[src/rtl/lookahead_path_tracking_controller_defines.svh]
// Assertion macros for the path tracking controller.
`ifndef LOOKAHEAD_PATH_TRACKING_CONTROLLER_DEFINES_SVH
`define LOOKAHEAD_PATH_TRACKING_CONTROLLER_DEFINES_SVH

// Same-cycle implication, sampled on i_clk, off while in reset.
`define LPTC_ASSERT_IMP(lbl, ante, cons) \
    lbl: assert property (@(posedge i_clk) disable iff (!i_rst_n) (ante) |-> (cons)) \
        else $error("lptc check failed");

// Next-cycle implication, sampled on i_clk, off while in reset.
`define LPTC_ASSERT_NXT(lbl, ante, cons) \
    lbl: assert property (@(posedge i_clk) disable iff (!i_rst_n) (ante) |=> (cons)) \
        else $error("lptc check failed");

`endif

[src/rtl/lptc_pkg.sv]
// Shared types, codes and constants of the path tracking controller.
`timescale 1ns / 1ps
package lptc_pkg;

    localparam logic [1:0] OP_CLEAR  = 2'd0;
    localparam logic [1:0] OP_APPEND = 2'd1;
    localparam logic [1:0] OP_CMD    = 2'd2;

    localparam logic [2:0] CFG_GOAL_TOL  = 3'd0;
    localparam logic [2:0] CFG_STOP_DIST = 3'd1;
    localparam logic [2:0] CFG_SLOW_DIST = 3'd2;
    localparam logic [2:0] CFG_LOOKAHEAD = 3'd3;
    localparam logic [2:0] CFG_FWD_GAIN  = 3'd4;
    localparam logic [2:0] CFG_TURN_GAIN = 3'd5;
    localparam logic [2:0] CFG_FWD_LIMIT = 3'd6;
    localparam logic [2:0] CFG_TURN_LIM  = 3'd7;

    // CORDIC datapath widths
    localparam int CW = 36;
    localparam int ZW = 24;

    localparam logic signed [ZW-1:0] ANG_HALF_PI = 24'sd1647099;
    localparam logic signed [25:0]   ANG_PI      = 26'sd3294199;
    localparam logic signed [25:0]   ANG_TWO_PI  = 26'sd6588398;
    localparam logic signed [CW-1:0] COS_GAIN    = 36'sd652032874;
    localparam logic signed [CW-1:0] ONE_Q30     = 36'sd1073741824;
    localparam logic [49:0]          SQRT_TOP    = 50'h1_0000_0000_0000;

    typedef enum logic [3:0] {
        ST_IDLE, ST_GOAL, ST_CHECK, ST_SCAN1, ST_SCAN2, ST_SQRT_T, ST_SQRT_G,
        ST_BEAR, ST_ERR, ST_COSLD, ST_COS, ST_MULC, ST_SLOW, ST_DIV, ST_OUT
    } t_state;

    typedef struct packed {
        logic load;
        logic vec;   // 1: vectoring (drive y to 0), 0: rotation (drive z to 0)
    } t_cordic_ctl;

    // atan(2^-i) in 2^-20 rad
    function automatic logic [19:0] atan_val(input logic [4:0] idx);
        logic [19:0] v;
        case (idx)
            5'd0:  v = 20'd823550;
            5'd1:  v = 20'd486170;
            5'd2:  v = 20'd256879;
            5'd3:  v = 20'd130396;
            5'd4:  v = 20'd65451;
            5'd5:  v = 20'd32757;
            5'd6:  v = 20'd16383;
            5'd7:  v = 20'd8192;
            5'd8:  v = 20'd4096;
            5'd9:  v = 20'd2048;
            5'd10: v = 20'd1024;
            5'd11: v = 20'd512;
            5'd12: v = 20'd256;
            5'd13: v = 20'd128;
            5'd14: v = 20'd64;
            5'd15: v = 20'd32;
            5'd16: v = 20'd16;
            5'd17: v = 20'd8;
            5'd18: v = 20'd4;
            5'd19: v = 20'd2;
            5'd20: v = 20'd1;
            default: v = 20'd0;
        endcase
        return v;
    endfunction

endpackage

[src/rtl/lptc_cordic.sv]
// Iterative CORDIC unit, one micro-rotation per cycle, vectoring or rotation mode.
`timescale 1ns / 1ps
module lptc_cordic
    import lptc_pkg::*;
#(
    parameter int STEPS = 16
) (
    input  logic                 i_clk,
    input  logic                 i_rst_n,
    input  t_cordic_ctl          i_ctl,
    input  logic signed [CW-1:0] i_x,
    input  logic signed [CW-1:0] i_y,
    input  logic signed [ZW-1:0] i_z,
    output logic                 o_busy,
    output logic signed [CW-1:0] o_x,
    output logic signed [ZW-1:0] o_z
);
    localparam int SW = $clog2(STEPS);

    logic                 r_busy;
    logic [SW-1:0]        r_i;
    logic                 r_vec;
    logic signed [CW-1:0] r_x, r_y;
    logic signed [ZW-1:0] r_z;

    logic signed [CW-1:0] w_xs, w_ys;
    logic signed [ZW-1:0] w_a;
    logic                 w_neg;

    always_comb begin
        w_xs  = r_x >>> r_i;
        w_ys  = r_y >>> r_i;
        w_a   = ZW'({4'b0, atan_val(5'(r_i))});
        // vectoring with y < 0 and rotation with z >= 0 turn the same way
        w_neg = r_vec ? r_y[CW-1] : !r_z[ZW-1];
    end

    always_ff @(posedge i_clk) begin
        if (!i_rst_n) begin
            r_busy <= 1'b0;
            r_i    <= '0;
        end else if (i_ctl.load) begin
            r_busy <= 1'b1;
            r_i    <= '0;
        end else if (r_busy) begin
            if (r_i == SW'(STEPS - 1)) begin
                r_busy <= 1'b0;
            end else begin
                r_i <= r_i + 1'b1;
            end
        end
    end

    always_ff @(posedge i_clk) begin
        if (i_ctl.load) begin
            r_x   <= i_x;
            r_y   <= i_y;
            r_z   <= i_z;
            r_vec <= i_ctl.vec;
        end else if (r_busy) begin
            if (w_neg) begin
                r_x <= r_x - w_ys;
                r_y <= r_y + w_xs;
                r_z <= r_z - w_a;
            end else begin
                r_x <= r_x + w_ys;
                r_y <= r_y - w_xs;
                r_z <= r_z + w_a;
            end
        end
    end

    assign o_busy = r_busy;
    assign o_x    = r_x;
    assign o_z    = r_z;

endmodule

[config.mk]
export PLATFORM = sky130hd
export DESIGN_NAME = lptc_cordic
export DESIGN_NICKNAME = d
export VERILOG_FILES = /design/src/rtl/lookahead_path_tracking_controller_defines.svh /design/src/rtl/lptc_pkg.sv /design/src/rtl/lptc_cordic.sv
export SDC_FILE = /design/constraint.sdc
export NUM_CORES = 1
export LEC_CHECK = 0
export BUFFER_PORTS_ARGS = -buffer_cell sky130_fd_sc_hd__buf_2
export CAP_MARGIN = 20
export CORE_MARGIN = 3
export CORE_UTILIZATION = 65
export DETAILED_ROUTE_END_ITERATION = 16
export GPL_ROUTABILITY_DRIVEN = 0
export PLACE_DENSITY_LB_ADDON = 0.08
export REMOVE_ABC_BUFFERS = 1
export SLEW_MARGIN = 20
export SYNTH_ARGS = -nofsm -noshare
export SYNTH_HDL_FRONTEND = slang
export SYNTH_SLANG_ARGS = --single-unit
[constraint.sdc]
create_clock -name i_clk -period 9.1 [get_ports i_clk]
set_clock_uncertainty 0.05 [all_clocks]
set_input_delay 0.455 -clock i_clk [delete_from_list [all_inputs] [get_ports i_clk]]
set_output_delay 0.455 -clock i_clk [all_outputs]
set_load 0.01 [all_outputs]
==> summary.md <==
| Metric | Value |
|---|---|
| Slowest-stage cell, CP | `dfxtp_4` |
| Clk sinks | `approximately 120` |
| Fmax | `~150 MHz` |
| Hold Slack | `roughly 140 ps` |
| Critical path peak fanout | `68` |
| Global Route Usage Sum | `about a third` |
| FP Rows | `56` |
| Fraction of layout cells with a size suffix above 1 | `between 15 and 20%` |
| Worst Setup SP | `r_i[1]$_SDFFE_PP0P_` |
| CTS tree | `yes` |
| Die area | `26,450 µm²` |
| #FFs+latches synth | `approximately 120` |
| CP arrival | `6930 ps` |
| Final Max Slew Viols | `0` |
| Vias | `around 15,000` |
| Unique masters post-synth | `98` |
| Max cap viols | `0` |
| Number of vias per cell | `roughly 6.7` |
| Clk pin slew, worst setup/hold paths | `approximately 70 ps` |
| Syn avg cell area | `between 8 and 9 µm²` |
| Worst Path Required | `just over 9000 ps` |
| Yosys Warn Count | `0` |
| Largest net degree at the start of global routing | `around 100` |
| Post-Syn Instances | `between 1,500 and 2,000` |
| Final Critical Period | `slightly below 7000 ps` |
| Initial antenna violation count | `0` |
| Final Hold Viols | `0` |
| Top_reg_cell synth | `edfxtp_1` |
| Post_cts resized | `0` |
| Area of the multi-input gates | `approximately 12,000 µm²` |
| DR WL/cell | `between 20 and 25 µm` |
| # DRC | `0` |
| CP Launch Type | `flip-flop` |
| Number of global-route vias before repair | `about 15,000` |
| CTS buffer count | `17` |
| Die Wd | `162.6 µm` |
| Layout Nets | `about 2,200` |
| RSZ-0062 raised after global routing | `no` |
| I/O Buffers | `160` |
| Min setup slack post-route | `~2300 ps` |
| Die Ht | `162.6 µm` |
| Worst r2r dst | `r_y[35]$_DFFE_PP_` |
| Total gr overflow | `0` |
| R2R Setup Slk | `roughly 2300 ps` |
| Post-CTS setup buffers | `0` |
| Post-DP HPWL | `~34 mm` |
| WL final | `46.13 mm` |
| Antenna fix cells | `0` |
| Htree depth | `4` |
| Initial core utilization | `between 60% and 70%` |
| Tcrit/Tclk final | `74.75%` |
| Post-synth EDFFs | `between 90 and 100` |
| HP Class | `input port to flip-flop` |
| Critical Path End | `r_y[35]$_DFFE_PP_` |
| Crit-path cells | `buf_4 > mux4_2 > a21oi_1 > nor2_1 > a21oi_1 > ha_1 > o21ai_1 > nor2_2 > and3_1 > nand2_1 > o21ai_0 > xor2_1 > ha_1 > nand2_1 > nor4_1 > nand3_1 > o21ai_0 > o21bai_1 > or3b_2 > a41oi_1 > xnor2_1 > o21ai_1` |
| DR iter-0 viols | `around 1,800` |
| Post-synth ARST share | `0%` |
| Layout fillers | `1,849` |
| Max stage delay on crit path | `around 930 ps` |
| Area Growth Syn to Fin | `8.833%` |
| Worst r2r path cells | `22` |
| CTS Hold Bufs | `0` |
| WS Path Type | `flip-flop to flip-flop` |
| Worst slew pin tran | `920.9 ps` |
| Sum Neg Setup Slack | `0 ps` |
| DR pass1 iterations | `8` |
| Clk buf depth | `2` |
| Mapped cell area | `between 15,000 and 20,000 µm²` |
| Status | `finished, final reports clean` |
| Reg-to-Reg Start | `r_i[1]$_SDFFE_PP0P_` |
| Part of the Yosys area used for sequential elements | `between 20% and 30%` |
| Remaining antenna violation count | `0` |
| Root buffer cell | `clkbuf_16` |
| Finish-stage setup viols | `0` |
| Core Area | `about 24,000 µm²` |
| FF+latch area | `3423 µm²` |
| DP Worst Slack | `around 2500 ps` |
| I/O pin cnt | `161` |
| Worst Setup End Kind | `flip-flop` |
| Slew HR | `roughly 38%` |
| Global-route wire length before repair | `73.32 mm` |
| Clock Latency Late Sink | `about 440 ps` |
worst max-delay path, delay by kind of cell (launching register included):
family          cells  cell delay (ps)
compound gates      8             1610
xor+xnor            2              290
fa+ha+maj           2              650
buf+inv             1              560
flops               1              930
mux                 1              610
simple gates        8             1800
Yosys cell counts (18+ instances only):
master	instances	area [µm²]
o21a_1	23	172.7
ha_1	103	1289
o21ai_0	165	825.8
nand3_1	26	130.1
o31ai_1	20	150.1
xnor2_1	77	674.4
edfxtp_1	97	2913
nand2b_1	22	137.6
xor2_1	68	595.6
nor2_1	140	525.5
mux4_1	29	762.0
nor3_1	38	190.2
mux4_2	28	630.6
mux2_2	52	585.6
a21o_1	34	255.2
dfxtp_1	25	500.5
and3_1	18	112.6
clkbuf_1	60	225.2
inv_1	54	202.7
mux2i_1	72	720.7
a21oi_1	150	750.7
nand2_1	206	773.2
stage by stage:
step / instance area [µm²] / util, % / std cells
2_1_floorplan: 15440 / - / 1758
5_1_grt: 17360 / 72.86 / 2281
3_3_place_gp: 16750 / 70.33 / 2248
6_report: 17360 / 72.86 / 2281
4_1_cts: 17350 / 72.83 / 2280
3_5_place_dp: 16750 / 70.33 / 2248
cells in the final DEF (no fill, tap or decap), types with 16 or more instances in the layout:
master and n:
nand2_1 205, o21ai_0 165, mux2_2 52, nand2b_1 22
mux2i_1 71, nor3_1 38, clkbuf_16 17, xor2_1 68
a21o_1 34, ha_1 103, and2_1 16, xnor2_1 77
nor2_1 140, a21oi_1 150, nand3_1 26, dfxtp_1 21
and3_1 18, a31oi_1 16, nor3b_1 16, inv_1 53
mux4_1 29, edfxtp_1 97, o21a_1 23, o31ai_1 20
buf_2 159, mux4_2 28
state kept, by name, indices dropped and copies added, names as in the netlist:
| name | flops |
|---|---|
| o_x | 36 |
| r_vec | 1 |
| o_z | 24 |
| r_i | 4 |
| r_y | 36 |
| o_busy | 1 |
| w_a | 20 |
routing by layer:
| metal | global-route usage [%] | vias to the layer above | share of wire [%] |
|---|---|---|---|
| met5 | 0 | - | 0 |
| met4 | 15.61 | 0 | 4.3 |
| met3 | 5.264 | 174 | 10 |
| met2 | 57.08 | 862 | 46 |
| met1 | 44.14 | 7065 | 39 |
| li1 | - | 7218 | - |
kinds of logic (layout without fill, tap and decap cells):
group,count (synthesis),count (layout),synth area share [%]
compound gates,576,576,23.17
simple gates,569,569,17.30
mux,182,182,17.01
buf+inv,158,261,4.558
xor+xnor,146,146,8.104
flops,122,122,21.40
fa+ha+maj,106,106,8.457
how the worst min path moves through the flow:
| stage | startpoint | end | slack (ps) | cells after the start |
|---|---|---|---|---|
| global route | i_ctl[0] | r_vec$_DFFE_PP_ | 140 | 1 |
| global placement | i_ctl[0] | r_vec$_DFFE_PP_ | 580 | 1 |
| CTS | i_ctl[0] | r_vec$_DFFE_PP_ | 140 | 1 |
| finish | i_ctl[0] | r_vec$_DFFE_PP_ | 140 | 1 |
| floorplan | i_ctl[0] | r_vec$_DFFE_PP_ | 500 | 0 |
| detailed placement | i_ctl[0] | r_vec$_DFFE_PP_ | 590 | 1 |
final cells by class:
class | count | area share [%]
Clock buffer | 17 | 2.451
Clock inverter | 15 | 0.9803
Inverter | 57 | 1.233
Multi-Input combinational cell | 1579 | 68.15
Sequential cell | 122 | 19.72
Tap cell | 319 | 2.299
Timing Repair Buffer | 172 | 5.168
Power is not shown: default switching activity piles up to over one toggle a cycle in this logic, so the estimate is an artifact.
